<file path="config.mk">
export PLATFORM = sky130hd
export DESIGN_NAME = packet_resequencer_with_nack
export DESIGN_NICKNAME = d
export VERILOG_FILES = /design/src/rtl/prs_pkg.sv /design/src/rtl/prs_ctrl.sv /design/src/rtl/prs_dpath.sv /design/src/rtl/packet_resequencer_with_nack.sv
export SDC_FILE = /design/constraint.sdc
export NUM_CORES = 1
export LEC_CHECK = 0
export ABC_CLOCK_PERIOD_IN_PS = 16400
export BUFFER_PORTS_ARGS = -buffer_cell sky130_fd_sc_hd__buf_2
export CAP_MARGIN = 15
export CORE_MARGIN = 2
export CORE_UTILIZATION = 36
export CTS_BUF_LIST = sky130_fd_sc_hd__clkbuf_8
export CTS_CLUSTER_SIZE = 12
export DETAILED_ROUTE_END_ITERATION = 7
export PLACE_DENSITY = 0.49
export SLEW_MARGIN = 0
export SYNTH_ARGS = -nofsm -noshare
export SYNTH_HDL_FRONTEND = slang
export SYNTH_SLANG_ARGS = --single-unit
</file>
<file path="constraint.sdc">
create_clock -name clk -period 16.4 [get_ports clk]
set_input_delay 2.46 -clock clk [delete_from_list [all_inputs] [get_ports clk]]
set_output_delay 2.46 -clock clk [all_outputs]
set_load 0.02 [all_outputs]
</file>
<file path="src/rtl/prs_pkg.sv">
package prs_pkg;

  localparam int WINDOW_SLOTS = 16;
  localparam int HALF_SLOTS   = WINDOW_SLOTS / 2;
  localparam int SLOT_W       = $clog2(WINDOW_SLOTS);

  typedef struct packed {
    logic [7:0]  rx_serial;
    logic [15:0] rx_ref;
    logic [10:0] rx_len;
  } in_item_t;

  typedef struct packed {
    logic        out_kind;
    logic [7:0]  out_serial;
    logic [15:0] out_ref;
    logic [10:0] out_len;
    logic        out_last;
  } out_item_t;

  localparam logic KIND_DELIVER = 1'b0;
  localparam logic KIND_RESEND  = 1'b1;

  // distance classes
  typedef logic [2:0] cls_t;
  localparam cls_t CLS_INORDER = 3'd0;
  localparam cls_t CLS_NEAR    = 3'd1;
  localparam cls_t CLS_FORCE   = 3'd2;
  localparam cls_t CLS_RESYNC  = 3'd3;
  localparam cls_t CLS_OLD     = 3'd4;

  typedef logic [3:0] cmd_t;
  localparam cmd_t CMD_NOP        = 4'd0;
  localparam cmd_t CMD_LOAD       = 4'd1;
  localparam cmd_t CMD_INORDER    = 4'd2;
  localparam cmd_t CMD_STOREGAP   = 4'd3;
  localparam cmd_t CMD_FORCE_INIT = 4'd4;
  localparam cmd_t CMD_RESYNC     = 4'd5;
  localparam cmd_t CMD_FORCE_STEP = 4'd6;
  localparam cmd_t CMD_STORE      = 4'd7;
  localparam cmd_t CMD_DRAIN_STEP = 4'd8;
  localparam cmd_t CMD_DRAIN_STOP = 4'd9;
  localparam cmd_t CMD_GAP_INIT   = 4'd10;
  localparam cmd_t CMD_GAP_STEP   = 4'd11;
  localparam cmd_t CMD_FINISH     = 4'd12;

  typedef struct packed {
    logic connected;
    cls_t cls;
    logic holds_exp;
    logic force_done;
    logic drain_done;
    logic gap_end;
    logic gap_near;
  } stat_t;

endpackage

</file>
<file path="src/rtl/prs_ctrl.sv">
module prs_ctrl (
  input  logic           clk,
  input  logic           rst_n,
  input  logic           start,
  input  prs_pkg::stat_t stat,
  output prs_pkg::cmd_t  cmd,
  output logic           busy
);

  localparam logic [2:0] ST_IDLE   = 3'd0;
  localparam logic [2:0] ST_DECIDE = 3'd1;
  localparam logic [2:0] ST_FORCE  = 3'd2;
  localparam logic [2:0] ST_STORE  = 3'd3;
  localparam logic [2:0] ST_DRAIN  = 3'd4;
  localparam logic [2:0] ST_GAPCHK = 3'd5;
  localparam logic [2:0] ST_GAP    = 3'd6;
  localparam logic [2:0] ST_FIN    = 3'd7;

  logic [2:0] state_r, state_nxt;
  logic       forced_r, forced_nxt;

  assign busy = (state_r != ST_IDLE);

  always_comb begin
    state_nxt  = state_r;
    forced_nxt = forced_r;
    cmd        = prs_pkg::CMD_NOP;
    unique case (state_r)
      ST_IDLE: begin
        if (start) begin
          cmd       = prs_pkg::CMD_LOAD;
          state_nxt = ST_DECIDE;
        end
      end
      ST_DECIDE: begin
        forced_nxt = 1'b0;
        state_nxt  = ST_FIN;
        if (stat.connected) begin
          unique case (stat.cls)
            prs_pkg::CLS_INORDER: begin
              cmd       = prs_pkg::CMD_INORDER;
              state_nxt = ST_DRAIN;
            end
            prs_pkg::CLS_NEAR: begin
              cmd       = prs_pkg::CMD_STOREGAP;
              state_nxt = ST_GAP;
            end
            prs_pkg::CLS_FORCE: begin
              cmd        = prs_pkg::CMD_FORCE_INIT;
              forced_nxt = 1'b1;
              state_nxt  = ST_FORCE;
            end
            prs_pkg::CLS_RESYNC: cmd = prs_pkg::CMD_RESYNC;
            default: cmd = prs_pkg::CMD_NOP;
          endcase
        end
      end
      ST_FORCE: begin
        cmd = prs_pkg::CMD_FORCE_STEP;
        if (stat.force_done) state_nxt = ST_STORE;
      end
      ST_STORE: begin
        cmd       = prs_pkg::CMD_STORE;
        state_nxt = ST_DRAIN;
      end
      ST_DRAIN: begin
        if (stat.holds_exp) begin
          cmd = prs_pkg::CMD_DRAIN_STEP;
          if (stat.drain_done) state_nxt = ST_GAPCHK;
        end else begin
          cmd       = prs_pkg::CMD_DRAIN_STOP;
          state_nxt = ST_GAPCHK;
        end
      end
      ST_GAPCHK: begin
        if (forced_r && stat.gap_near) begin
          cmd       = prs_pkg::CMD_GAP_INIT;
          state_nxt = ST_GAP;
        end else begin
          state_nxt = ST_FIN;
        end
      end
      ST_GAP: begin
        if (stat.gap_end) state_nxt = ST_FIN;
        else cmd = prs_pkg::CMD_GAP_STEP;
      end
      ST_FIN: begin
        cmd       = prs_pkg::CMD_FINISH;
        state_nxt = ST_IDLE;
      end
      default: state_nxt = ST_IDLE;
    endcase
  end

  always_ff @(posedge clk) begin
    if (!rst_n) begin
      state_r  <= ST_IDLE;
      forced_r <= 1'b0;
    end else begin
      state_r  <= state_nxt;
      forced_r <= forced_nxt;
    end
  end

endmodule

</file>
<file path="src/rtl/prs_dpath.sv">
module prs_dpath (
  input  logic               clk,
  input  logic               rst_n,
  input  prs_pkg::in_item_t  in_item,
  input  logic               cfg_we,
  input  logic               cfg_wdata,
  input  prs_pkg::cmd_t      cmd,
  output prs_pkg::stat_t     stat,
  output logic               out_strobe,
  output prs_pkg::out_item_t out_item
);

  localparam int SW = prs_pkg::SLOT_W;

  prs_pkg::in_item_t  item_r;
  logic [7:0]         exp_r, q_r;
  logic [SW-1:0]      cnt_r, fm1_r;
  logic               conn_r;
  logic [prs_pkg::WINDOW_SLOTS-1:0] valid_r;
  logic [7:0]         ser_r [prs_pkg::WINDOW_SLOTS];
  logic [15:0]        ref_r [prs_pkg::WINDOW_SLOTS];
  logic [10:0]        len_r [prs_pkg::WINDOW_SLOTS];
  prs_pkg::out_item_t pend_r, out_r;
  logic               pend_v_r, out_v_r;

  logic [7:0]         ser_dist, gdist;
  logic [SW-1:0]      s_idx, e_idx, q_idx;
  logic               holds_q;
  logic               emit_v;
  prs_pkg::out_item_t emit_item;
  prs_pkg::out_item_t last_item;

  assign ser_dist = item_r.rx_serial - exp_r;
  assign gdist    = ser_dist;
  assign s_idx = item_r.rx_serial[SW-1:0];
  assign e_idx = exp_r[SW-1:0];
  assign q_idx = q_r[SW-1:0];
  assign holds_q = valid_r[q_idx] && (ser_r[q_idx] == q_r);

  always_comb begin
    stat.connected  = conn_r;
    if (ser_dist == 8'd0) stat.cls = prs_pkg::CLS_INORDER;
    else if (ser_dist < 8'(prs_pkg::HALF_SLOTS)) stat.cls = prs_pkg::CLS_NEAR;
    else if (ser_dist < 8'(prs_pkg::WINDOW_SLOTS)) stat.cls = prs_pkg::CLS_FORCE;
    else if (ser_dist < 8'(256 - prs_pkg::WINDOW_SLOTS)) stat.cls = prs_pkg::CLS_RESYNC;
    else stat.cls = prs_pkg::CLS_OLD;
    stat.holds_exp  = valid_r[e_idx] && (ser_r[e_idx] == exp_r);
    stat.force_done = (cnt_r == fm1_r);
    stat.drain_done = (cnt_r == SW'(prs_pkg::HALF_SLOTS - 1));
    stat.gap_end    = (q_r == item_r.rx_serial);
    stat.gap_near   = (gdist < 8'(prs_pkg::HALF_SLOTS));
  end

  always_comb begin
    emit_v    = 1'b0;
    emit_item = '{out_kind: prs_pkg::KIND_DELIVER, out_serial: item_r.rx_serial,
                  out_ref: item_r.rx_ref, out_len: item_r.rx_len, out_last: 1'b0};
    case (cmd)
      prs_pkg::CMD_INORDER, prs_pkg::CMD_RESYNC: emit_v = 1'b1;
      prs_pkg::CMD_FORCE_STEP, prs_pkg::CMD_DRAIN_STEP: begin
        emit_v = stat.holds_exp;
        emit_item.out_serial = exp_r;
        emit_item.out_ref    = ref_r[e_idx];
        emit_item.out_len    = len_r[e_idx];
      end
      prs_pkg::CMD_GAP_STEP: begin
        emit_v = !holds_q;
        emit_item.out_kind   = prs_pkg::KIND_RESEND;
        emit_item.out_serial = q_r;
        emit_item.out_ref    = 16'd0;
        emit_item.out_len    = 11'd0;
      end
      default: emit_v = 1'b0;
    endcase
  end

  always_comb begin
    last_item          = pend_r;
    last_item.out_last = 1'b1;
  end

  // control state
  always_ff @(posedge clk) begin
    if (!rst_n) begin
      conn_r   <= 1'b0;
      exp_r    <= 8'd0;
      valid_r  <= '0;
      pend_v_r <= 1'b0;
      out_v_r  <= 1'b0;
    end else begin
      if (cfg_we) conn_r <= cfg_wdata;
      case (cmd)
        prs_pkg::CMD_INORDER: begin
          valid_r[s_idx] <= 1'b0;
          exp_r          <= item_r.rx_serial + 8'd1;
        end
        prs_pkg::CMD_RESYNC: begin
          valid_r <= '0;
          exp_r   <= item_r.rx_serial + 8'd1;
        end
        prs_pkg::CMD_STOREGAP, prs_pkg::CMD_STORE: valid_r[s_idx] <= 1'b1;
        prs_pkg::CMD_FORCE_STEP, prs_pkg::CMD_DRAIN_STEP: begin
          valid_r[e_idx] <= 1'b0;
          exp_r          <= exp_r + 8'd1;
        end
        prs_pkg::CMD_DRAIN_STOP: valid_r[e_idx] <= 1'b0;
        default: ;
      endcase
      // one result held back so the last of an item can be marked
      if (emit_v) begin
        pend_v_r <= 1'b1;
        out_v_r  <= pend_v_r;
      end else if (cmd == prs_pkg::CMD_FINISH) begin
        pend_v_r <= 1'b0;
        out_v_r  <= pend_v_r;
      end else begin
        out_v_r <= 1'b0;
      end
    end
  end

  // payload
  always_ff @(posedge clk) begin
    if (cmd == prs_pkg::CMD_LOAD) item_r <= in_item;
    case (cmd)
      prs_pkg::CMD_INORDER, prs_pkg::CMD_FORCE_INIT, prs_pkg::CMD_STORE: cnt_r <= '0;
      prs_pkg::CMD_FORCE_STEP, prs_pkg::CMD_DRAIN_STEP: cnt_r <= cnt_r + SW'(1);
      default: ;
    endcase
    if (cmd == prs_pkg::CMD_FORCE_INIT) fm1_r <= SW'(ser_dist - 8'(prs_pkg::HALF_SLOTS));
    if (cmd == prs_pkg::CMD_STOREGAP || cmd == prs_pkg::CMD_GAP_INIT) q_r <= exp_r;
    else if (cmd == prs_pkg::CMD_GAP_STEP) q_r <= q_r + 8'd1;
    if (cmd == prs_pkg::CMD_STOREGAP || cmd == prs_pkg::CMD_STORE) begin
      ser_r[s_idx] <= item_r.rx_serial;
      ref_r[s_idx] <= item_r.rx_ref;
      len_r[s_idx] <= item_r.rx_len;
    end
    if (emit_v) begin
      pend_r <= emit_item;
      out_r  <= pend_r;
    end else if (cmd == prs_pkg::CMD_FINISH) begin
      out_r <= last_item;
    end
  end

  assign out_strobe = out_v_r;
  assign out_item   = out_r;

endmodule

</file>
<file path="src/rtl/packet_resequencer_with_nack.sv">
// Receive-side resequencer for packets with 8-bit serial numbers.
// Pulse start with a packet descriptor on in_item while busy is low; the
// item is taken at that edge and busy stays high until the last of its
// results is registered. Results appear on out_item, one per cycle at most,
// each marked by out_strobe for exactly one cycle; out_last is set on the final
// result of an item. A deliver carries the packet handle and length, a
// resend request carries the missing serial with zero handle and length.
// Busy covers decide, then as the serial distance calls for them a forced
// advance of up to 8 slots, the store, the drain, the gap check and the gap
// walk, and last the finish. One window slot is visited per cycle by the
// sequencer. The next item is taken at the edge after busy falls; start is
// ignored while busy is high, so no item is taken before the last one is
// through. The last result is on out_item in the first cycle with busy low.
// cfg_we/cfg_wdata set the connected flag; while it is clear, items are
// taken and dropped. Write it only while busy is low.
// Reset empties the window, expects serial 0 and leaves the channel
// disconnected. The receiver cannot hold results off, so none is stalled.
module packet_resequencer_with_nack (
  input  logic               clk,
  input  logic               rst_n,
  input  logic               start,
  output logic               busy,
  input  prs_pkg::in_item_t  in_item,
  input  logic               cfg_we,
  input  logic               cfg_wdata,
  output logic               out_strobe,
  output prs_pkg::out_item_t out_item
);

  prs_pkg::cmd_t  cmd;
  prs_pkg::stat_t stat;

  prs_ctrl u_ctrl (
    .clk   (clk),
    .rst_n (rst_n),
    .start (start),
    .stat  (stat),
    .cmd   (cmd),
    .busy  (busy)
  );

  prs_dpath u_dpath (
    .clk        (clk),
    .rst_n      (rst_n),
    .in_item    (in_item),
    .cfg_we     (cfg_we),
    .cfg_wdata  (cfg_wdata),
    .cmd        (cmd),
    .stat       (stat),
    .out_strobe (out_strobe),
    .out_item   (out_item)
  );

  a_busy_from_start: assert property (@(posedge clk) disable iff (!rst_n)
    $rose(busy) |-> $past(start))
    else $error("busy rose without start");

  a_result_in_item: assert property (@(posedge clk) disable iff (!rst_n)
    out_strobe |-> $past(busy))
    else $error("result outside an item");

  a_last_ends: assert property (@(posedge clk) disable iff (!rst_n)
    (out_strobe && out_item.out_last) |=> !out_strobe)
    else $error("result after last");

  a_last_idle: assert property (@(posedge clk) disable iff (!rst_n)
    (out_strobe && out_item.out_last) |-> !busy)
    else $error("busy after last result");

endmodule

</file>
==> impl_metrics.yaml, run 1 <==
placed_design:
  port_buffers: 78
  dpl.hpwl_um: 42600
  pre_cts_ws_ns: 9.71
  finalWeightedCongestion: 0.820
global_route:
  grtUsageTotal: 0.186
  grt_pass1_vias: 16900
  grt_pass1_wl_um: 117000
  gr-total-overflow: 0
  grt_max_degree: 91
  antenna_found_initial: 2
worst_hold_path:
  worstHoldPathType: "reg2reg"
synthesis:
  syn_area_per_cell_um2: 19.0
  synth_edf_count: 684
  synth_top_family_by_area: "multiplexers"
  synth_xor_area_frac: 0.0122
  ys_warn_count: 0
  synth_top_area_share: 0.683
  yosys-top-cells-count: "edfxtp_1 (684), mux4_2 (212), nand2_1 (107)"
  synth_compound_area_frac: 0.0433
  yosys-top-cells-area: "edfxtp_1 (68%), mux4_2 (16%), dfxtp_1 (2.6%)"
  syn_area_mm2: 0.0301
  ys_ff_latch: 723
  synth_most_common_cell: "edfxtp_1"
  synth_cell_types: 77
  yosys.area.top_type: "edfxtp_1"
  synth-adder-area-share: 0.00483
  synth_top_flop_cell: "edfxtp_1"
  synthSimpleGateAreaFrac: 0.0426
  async_flop_share: 0
  yosysSeqAreaShare: 0.709
  synthesis.nets: 1631
  synthMuxAreaShare: 0.170
  synth_cells: 1580
layout:
  regArea_mm2: 0.0213
  multiInputGateArea_mm2: 0.00832
  syn_to_final_growth_pct: 14.0
  n_fill_cell: 7314
  final_util: 0.416
  drive_above_1_share: 0.303
  nNetsFinal: 1772
clock_network:
  post_cts_resize_count: 0
  postCtsHoldBufs: 0
  cts.htree.levels: 3
  cts_tree: "built"
  clock_latency_ns: 0.73
  cts_sinks: 723
  cts_buffer_depth: 3
  cts_made_buffers: 118
  post_cts_buffers: 0
  root_buffer: "clkbuf_8"
  path_clk_slew_ns: 0.06
sta:
  timing.hold.ws_ns: 0.377
  finalCriticalPeriod_ns: 6.57
  setup_tns_ns: 0
  fmax_ghz: 0.152
  setup_ws_ns: 9.83
  hold_violations: 0
  worst_pin_slew_ns: 1.11
  drv_slew: 0
  rsz0062_at_grt: "no"
  relSlewSlack: 0.262
  fin_skew_ns: 0.0415
  final-setup-viol-count: 0
  finalCritPeriodShare: 0.401
pwr:
  power.internal_w: 0.00347
  irDropWorstVdd_mv: 0.0631
  comb_power_share: 0.180
  seq_power_share: 0.491
  pwr-share-clk: 0.329
  p_sw_w: 0.00139
  p_per_area_mw_per_mm2: 142
  power_w: 0.00486
  p_sw_frac: 0.286
  leakagePower_nw: 10.8
route:
  drt_wl_total_um: 79400
  drt_iter0_drc: 1517
  postRouteAntennaNets: 0
  drc: 0
  vias: 16000
  first_pass_iters: 5
  vias_per_cell: 5.52
  wl_per_cell_um: 27.4
setup_path:
  crit_slowest_cell: "dfxtp_4"
  critPathBufInv: 2
  path_cells: "buf_4 -> mux4_2 -> mux2i_1 -> xnor2_1 -> a21oi_1 -> nor4_2 -> nand3_2 -> o2bb2ai_4 -> a21boi_4 -> buf_4 -> mux2_2 -> ha_1 -> mux2i_1 -> a32oi_1 -> a21oi_1"
  start_kind: "flip-flop"
  crit_fanout: 90
  path_delay_family: "buffers and inverters"
  slowest_delay_ns: 0.85
  end_kind: "flip-flop"
  arrival_ns: 7.10
  crit_type: "reg2reg"
  cp.required_ns: 16.93
floorplan:
  dieArea_mm2: 0.0858
  initial_core_util: 0.365
  die_x_um: 293
  die_y_um: 293
  fp-row-count: 105
  ios: 79
  core_mm2: 0.0824
status:
  outcome: "completed"
run:
  max-cap-violations: 0
## routing by layer
layer | routed length (um) | track usage | vias to the layer above
li1 | - | - | 6822
met1 | 35600 | 0.264 | 8548
met2 | 37900 | 0.297 | 510
met3 | 4000 | 0.0283 | 120
met4 | 1960 | 0.0603 | 0
met5 | 0 | 0 | -
## metrics by stage
step / instances / instance area (um2)
3_3_place_gp: 2669 / 31800
3_5_place_dp: 2669 / 31800
2_1_floorplan: 1580 / 30100
5_1_grt: 2900 / 34300
4_1_cts: 2894 / 34200
6_report: 2900 / 34300
## power groups by stage
| stage | Combinational [W] | Clock (W) | Sequential (W) |
|---|---|---|---|
| floorplan | 0.000646 | 0 | 0.00235 |
| global placement | 0.000880 | 0 | 0.00242 |
| detailed placement | 0.000884 | 0 | 0.00243 |
| CTS | 0.000886 | 0.00165 | 0.00239 |
| global route | 0.000950 | 0.00173 | 0.00241 |
| finish | 0.000876 | 0.00160 | 0.00238 |
## worst paths after layout
| kind | cells after the start | slack [ns] | start | end |
|---|---|---|---|---|
| max | 15 | 9.83 | flip-flop | flip-flop |
| min | 0 | 0.38 | u_dpath.last_item[19] | u_dpath.out_item[19] |
| max reg2reg | 15 | 9.83 | flip-flop | flip-flop |
| min reg2reg | 0 | 0.38 | u_dpath.last_item[19] | u_dpath.out_item[19] |
## cell families (layout without fill, tap and decap cells)
family                   after synthesis  in the layout
AO/OA/AOI/OAI                        170            170
XOR/XNOR                              42             42
adder cells (fa/ha/maj)               11             11
buffers and inverters                122            368
flip-flops                           723            723
multiplexers                         245            245
other                                  0              4
AND/OR/NAND/NOR                      267            267
## cells in the final DEF (no fill, tap or decap), drive strengths merged, types with 8 or more instances in the layout
cell      n
a211oi    8
clkinv   49
a221oi    8
o221a    15
a22oi     8
bufinv    8
mux2i    30
mux4    212
nand2b    9
o21ai    49
clkbuf  132
ha       10
nor2b    12
xor2      8
buf     121
nor3     20
nand3    14
a21oi    17
inv      56
and3     10
nor2     52
nand2   107
a311oi   12
dfxtp    39
edfxtp  684
xnor2    34
and2     11
## state kept, by name (all words and copies together) (netlist names), 3 cells and up, named ones only
| register | flops |
|---|---|
| u_dpath.item_r | 35 |
| u_ctrl.state_r | 3 |
| u_dpath.exp_r | 8 |
| u_dpath.out_item | 37 |
| u_dpath.fm1_r | 4 |
| u_dpath.last_item | 36 |
| u_dpath.cnt_r | 4 |
| u_dpath.q_r | 8 |
| u_dpath.ref_r | 256 |
| u_dpath.ser_r | 128 |
| u_dpath.valid_r | 16 |
| u_dpath.len_r | 176 |
## area by class of cell
class / instances / share of cell area
inverters: 22 / 0.00241
clock inverters: 93 / 0.0182
clock buffers: 132 / 0.0530
multi-input cells: 735 / 0.243
well taps: 1070 / 0.0391
diodes: 4 / 0.000292
repair buffers: 121 / 0.0214
flip-flops and latches: 723 / 0.623
Power figures use the tool's default switching activity.
==> inputs of run 2 (changes only) <==
--- a/config.mk
+++ b/config.mk
@@ -5,7 +5,7 @@
 export SDC_FILE = /design/constraint.sdc
 export NUM_CORES = 1
 export LEC_CHECK = 0
-export ABC_CLOCK_PERIOD_IN_PS = 16400
+export ABC_CLOCK_PERIOD_IN_PS = 6400
 export BUFFER_PORTS_ARGS = -buffer_cell sky130_fd_sc_hd__buf_2
 export CAP_MARGIN = 15
 export CORE_MARGIN = 2
==> constraint.sdc (replaced) <==
create_clock -name clk -period 6.4 [get_ports clk]
set_input_delay 0.96 -clock clk [delete_from_list [all_inputs] [get_ports clk]]
set_output_delay 0.96 -clock clk [all_outputs]
set_load 0.02 [all_outputs]
==> run 2 against run 1 <==
Final cell count rose by 0.21%; largest cell class unchanged; largest power group unchanged; clock power grew 130%; sequential power rose to 2.6 times the previous value; combinational power grew to 2.6 times the previous value; utilization about the same; clock-buffer cell count fell by 11.
==> impl_metrics.yaml, run 2 (same netlist as run 1, synthesis figures left out) <==
status:
  outcome: "completed"
clock_network:
  cts.htree.levels: 3
  post_cts_buffers: 0
  post_cts_resize_count: 0
  path_clk_slew_ns: 0.07
  cts_made_buffers: 119
  postCtsHoldBufs: 0
  root_buffer: "clkbuf_8"
  cts_sinks: 723
  cts_tree: "built"
  cts_buffer_depth: 3
  clock_latency_ns: 0.74
sta:
  fin_skew_ns: 0.0421
  fmax_ghz: 0.174
  setup_tns_ns: 0
  rsz0062_at_grt: "no"
  finalCritPeriodShare: 0.900
  final-setup-viol-count: 0
  worst_pin_slew_ns: 1.13
  drv_slew: 0
  hold_violations: 0
  timing.hold.ws_ns: 0.399
  finalCriticalPeriod_ns: 5.76
  relSlewSlack: 0.243
pwr:
  seq_power_share: 0.504
  power.internal_w: 0.00858
  p_per_area_mw_per_mm2: 354
  irDropWorstVdd_mv: 0.192
  power_w: 0.0121
  comb_power_share: 0.188
  leakagePower_nw: 10.8
  p_sw_w: 0.00355
  p_sw_frac: 0.292
  pwr-share-clk: 0.309
layout:
  largest_register_ffs: 256
  largestRegisters: "u_dpath.ref_r: 256 flops, u_dpath.len_r: 176 flops, u_dpath.ser_r: 128 flops"
  drive_above_1_share: 0.300
  nNetsFinal: 1786
  syn_to_final_growth_pct: 14.0
  top_register: "u_dpath.ref_r"
  final_cell_mix: "edfxtp_1 (684), mux4_2 (212), clkbuf_8 (121), nand2_1 (106), buf_2 (78)"
  mostFrequentLayoutCell: "edfxtp_1"
setup_path:
  cp.required_ns: 7.01
  crit_type: "reg2reg"
  rrSetupSlack_ns: 0.64
  crit_fanout: 15
  arrival_ns: 6.37
  start_kind: "flip-flop"
  end_kind: "flip-flop"
floorplan:
  die_y_um: 293
  initial_core_util: 0.365
  fp-row-count: 105
  die_x_um: 293
  ios: 79
  core_mm2: 0.0824
  dieArea_mm2: 0.0858
route:
  vias: 15800
  drt_iter0_drc: 1381
  postRouteAntennaNets: 0
  first_pass_iters: 5
  drt_wl_total_um: 78300
  wl_per_cell_um: 27.0
  drc: 0
  vias_per_cell: 5.44
global_route:
  antenna_found_initial: 2
  grtUsageTotal: 0.184
  grt_pass1_wl_um: 115000
  grt_max_degree: 45
  grt_pass1_vias: 16800
  gr-total-overflow: 0
run:
  max-cap-violations: 0
placed_design:
  port_buffers: 78
  finalWeightedCongestion: 0.849
  dpl.hpwl_um: 43200
worst_hold_path:
  worstHoldPathType: "in2reg"
-- run 2: changes by cell type in the layout (fill, tap and decap cells not counted), sizes merged --
cell / before / now
inv: 56 / 58
clkinvlp: 2 / 1
buf: 121 / 134
diode: 4 / 3
bufinv: 8 / 3
clkbuf: 132 / 121
clkinv: 49 / 58
-- run 2: final cells by class --
cell class	count	area [um2]
fillers	7312	48100
flip-flops and latches	723	21300
multi-input cells	735	8320
clock buffers	121	1670
well taps	1070	1340
repair buffers	134	998
clock inverters	98	523
inverters	22	82.6
diodes	3	7.51
-- run 2: power groups by stage --
stage	clock network, W	registers [W]	logic (W)
after floorplan	0	0.00602	0.00165
after global placement	0	0.00620	0.00230
after detailed placement	0	0.00621	0.00231
after CTS	0.00389	0.00612	0.00232
after global routing	0.00407	0.00616	0.00247
final	0.00374	0.00611	0.00228
-- run 2: layer usage --
metal / vias up / track usage / share of wire
met2: 442 / 0.302 / 0.49
met1: 8404 / 0.256 / 0.45
met5: - / 0 / 0
li1: 6854 / - / -
met3: 115 / 0.0266 / 0.045
met4: 0 / 0.0529 / 0.021
-- run 2: path summary, 6_finish.rpt --
| kind | start | endpoint | cells past startpoint |
|---|---|---|---|
| worst max register to register | u_dpath.exp_r[2] | u_dpath.exp_r[6] | 18 |
| worst min register to register | u_dpath.last_item[1] | u_dpath.out_item[1] | 0 |
| worst max-delay path | u_dpath.exp_r[2] | u_dpath.exp_r[6] | 18 |
| worst min-delay path | in_item[15] | u_dpath.item_r[15] | 1 |
-- run 2: worst max-delay path, cell delays in order, from the launching register on --
cell	delay, ns
dfxtp_1	0.62
clkinv_1	0.44
ha_1	0.47
a21o_1	0.25
a21o_1	0.23
a311oi_1	0.56
o21a_1	0.25
nand3_1	0.17
a31oi_1	0.37
o211ai_1	0.26
a21boi_4	0.41
mux2_2	0.38
ha_1	0.25
inv_1	0.10
nor3_1	0.09
and3_1	0.22
and2_1	0.16
o41ai_1	0.35
nor2_1	0.09
-- run 2: stage by stage --
step,utilization,instances,area [um2],setup WS (ns)
floorplan,-,1580,30100,0.0186
global placement,0.389,2683,32100,0.875
detailed placement,0.389,2683,32100,0.762
CTS,0.416,2902,34200,0.742
global route,0.416,2905,34300,0.158
finish,0.416,2906,34300,0.639
==> inputs of run 3 (changes only) <==
--- a/config.mk
+++ b/config.mk
@@ -5,7 +5,7 @@
 export SDC_FILE = /design/constraint.sdc
 export NUM_CORES = 1
 export LEC_CHECK = 0
-export ABC_CLOCK_PERIOD_IN_PS = 6400
+export ABC_CLOCK_PERIOD_IN_PS = 5700
 export BUFFER_PORTS_ARGS = -buffer_cell sky130_fd_sc_hd__buf_2
 export CAP_MARGIN = 15
 export CORE_MARGIN = 2
==> constraint.sdc (replaced) <==
create_clock -name clk -period 5.7 [get_ports clk]
set_input_delay 0.855 -clock clk [delete_from_list [all_inputs] [get_ports clk]]
set_output_delay 0.855 -clock clk [all_outputs]
set_load 0.02 [all_outputs]
==> run 3 against run 2 <==
Worst setup slack worse by 0.12 ns; hold slack worse by 0.11 ns; sequential power up 12%; highest routed layer unchanged; register-to-register slack worse by 0.12 ns; non-clock buffer count up 22; utilization up 0.14 points; global-route usage down 0.13 points.
==> impl_metrics.yaml, run 3 (same netlist as run 1, synthesis figures left out) <==
pwr:
  power.internal_w: 0.00974
  leakagePower_nw: 11.0
  p_per_area_mw_per_mm2: 400
  seq_power_share: 0.498
  irDropWorstVdd_mv: 0.167
  p_sw_w: 0.00401
  pwr-share-clk: 0.313
  p_sw_frac: 0.291
  comb_power_share: 0.190
clock_network:
  cts_made_buffers: 119
  cts.htree.levels: 3
  post_cts_resize_count: 0
  path_clk_slew_ns: 0.06
  cts_sinks: 723
  post_cts_buffers: 0
  clock_latency_ns: 0.74
  postCtsHoldBufs: 0
  cts_buffer_depth: 3
  cts_tree: "built"
  root_buffer: "clkbuf_8"
setup_path:
  rrSetupSlack_ns: 0.52
  timing.rr.end: "u_dpath.exp_r[4]"
  cp.required_ns: 6.33
  arrival_ns: 5.81
  crit_top_cell: "inv_1"
  crit_fanout: 11
  path_cells: "inv_1 -> ha_1 -> inv_1 -> fa_1 -> a21o_1 -> a21o_1 -> a311oi_1 -> o21a_1 -> nand3_1 -> a31oi_1 -> o211ai_1 -> a21boi_4 -> buf_4 -> nand2_1 -> o21ai_0 -> ha_1 -> inv_1 -> nor3_1 -> nor2_1 -> a22oi_1 -> nor2_1 -> a2111oi_2"
  critPathBufInv: 4
  slowest_delay_ns: 0.52
  path_delay_family: "compound AO/OA/AOI/OAI gates"
  crit_slowest_cell: "a311oi_1"
  crit_type: "reg2reg"
  end_kind: "flip-flop"
  r2r-start: "u_dpath.item_r[27]"
  start_kind: "flip-flop"
  r2r_cells: 22
layout:
  largest_register_ffs: 256
  regArea_mm2: 0.0213
  mostFrequentLayoutCell: "edfxtp_1"
  multiInputGateArea_mm2: 0.00834
  drive_above_1_share: 0.308
  nNetsFinal: 1808
  largestRegisters: "u_dpath.ref_r: 256 flops, u_dpath.len_r: 176 flops, u_dpath.ser_r: 128 flops"
  n_fill_cell: 7275
  top_register: "u_dpath.ref_r"
  final_cell_mix: "edfxtp_1 (684), mux4_2 (212), clkbuf_8 (126), nand2_1 (106), buf_2 (78)"
  syn_to_final_growth_pct: 14.4
  fin_cells: 2928
sta:
  rsz0062_at_grt: "no"
  finalCritPeriodShare: 0.909
  fmax_ghz: 0.193
  setup_tns_ns: 0
  fin_skew_ns: 0.0374
  finalCriticalPeriod_ns: 5.18
  drv_slew: 0
  worst_pin_slew_ns: 1.01
  hold_violations: 0
  relSlewSlack: 0.327
  final-setup-viol-count: 0
  timing.hold.ws_ns: 0.290
placed_design:
  dp.cells: 2705
  dpl.hpwl_um: 46400
  port_buffers: 78
  finalWeightedCongestion: 0.856
worst_hold_path:
  worstHoldPathType: "in2reg"
  hold_end: "u_dpath.item_r[17]"
  hold_depth: 1
  hp-start: "in_item[17]"
run:
  max-cap-violations: 0
global_route:
  grt_pass1_vias: 16800
  grt_pass1_wl_um: 114000
  gr-total-overflow: 0
  antenna_found_initial: 3
  grtUsageTotal: 0.182
  grt_max_degree: 49
floorplan:
  die_y_um: 293
  dieArea_mm2: 0.0858
  fp-row-count: 105
  ios: 79
  initial_core_util: 0.365
  core_mm2: 0.0824
  die_x_um: 293
route:
  drt_iter0_drc: 1196
  first_pass_iters: 7
  vias_per_cell: 5.46
  drt_wl_total_um: 77700
  postRouteAntennaNets: 0
  wl_per_cell_um: 26.5
  vias: 16000
  drc: 0
status:
  outcome: "completed"
## run 3: worst max-delay path by stage
stage	to	startpoint	depth (start not counted)	slack, ns
after floorplan	u_dpath.valid_r[13]	u_dpath.item_r[27]	14	0.33
after global placement	u_dpath.exp_r[4]	u_dpath.item_r[27]	22	0.79
after detailed placement	u_dpath.exp_r[4]	u_dpath.item_r[27]	22	0.59
after CTS	u_dpath.exp_r[4]	u_dpath.item_r[27]	22	0.60
after global routing	u_dpath.exp_r[4]	u_dpath.item_r[27]	22	0.14
final	u_dpath.exp_r[4]	u_dpath.item_r[27]	22	0.52
## run 3: cell type report
type,instances,area share
clock inverter,96,0.0154
antenna,1,0.0000728
inverter,22,0.00240
multi-input combinational,735,0.243
clock buffer,125,0.0500
timing repair buffer,156,0.0300
sequential,723,0.621
tap,1070,0.0389
## run 3: per-layer routing
metal / wire length, um / global-route usage
met5: 0 / 0
met4: 1840 / 0.0539
met3: 4010 / 0.0309
met2: 36900 / 0.294
met1: 34900 / 0.256
## run 3: per-stage QoR
stage | cell area [um2] | power, W | util | setup WS (ns)
after detailed placement | 32100 | 0.00960 | 0.390 | 0.585
after global placement | 32100 | 0.00956 | 0.390 | 0.791
after CTS | 34400 | 0.0139 | 0.417 | 0.595
final | 34400 | 0.0137 | 0.417 | 0.518
after global routing | 34400 | 0.0144 | 0.417 | 0.142
after floorplan | 30100 | 0.00862 | - | 0.330
## run 3: power by group through the flow
stage	clock [W]	sequential [W]	combinational (W)
2_1_floorplan	0	0.00676	0.00186
3_3_place_gp	0	0.00694	0.00262
3_5_place_dp	0	0.00696	0.00264
4_1_cts	0.00443	0.00686	0.00265
5_1_grt	0.00466	0.00691	0.00282
6_report	0.00430	0.00685	0.00261
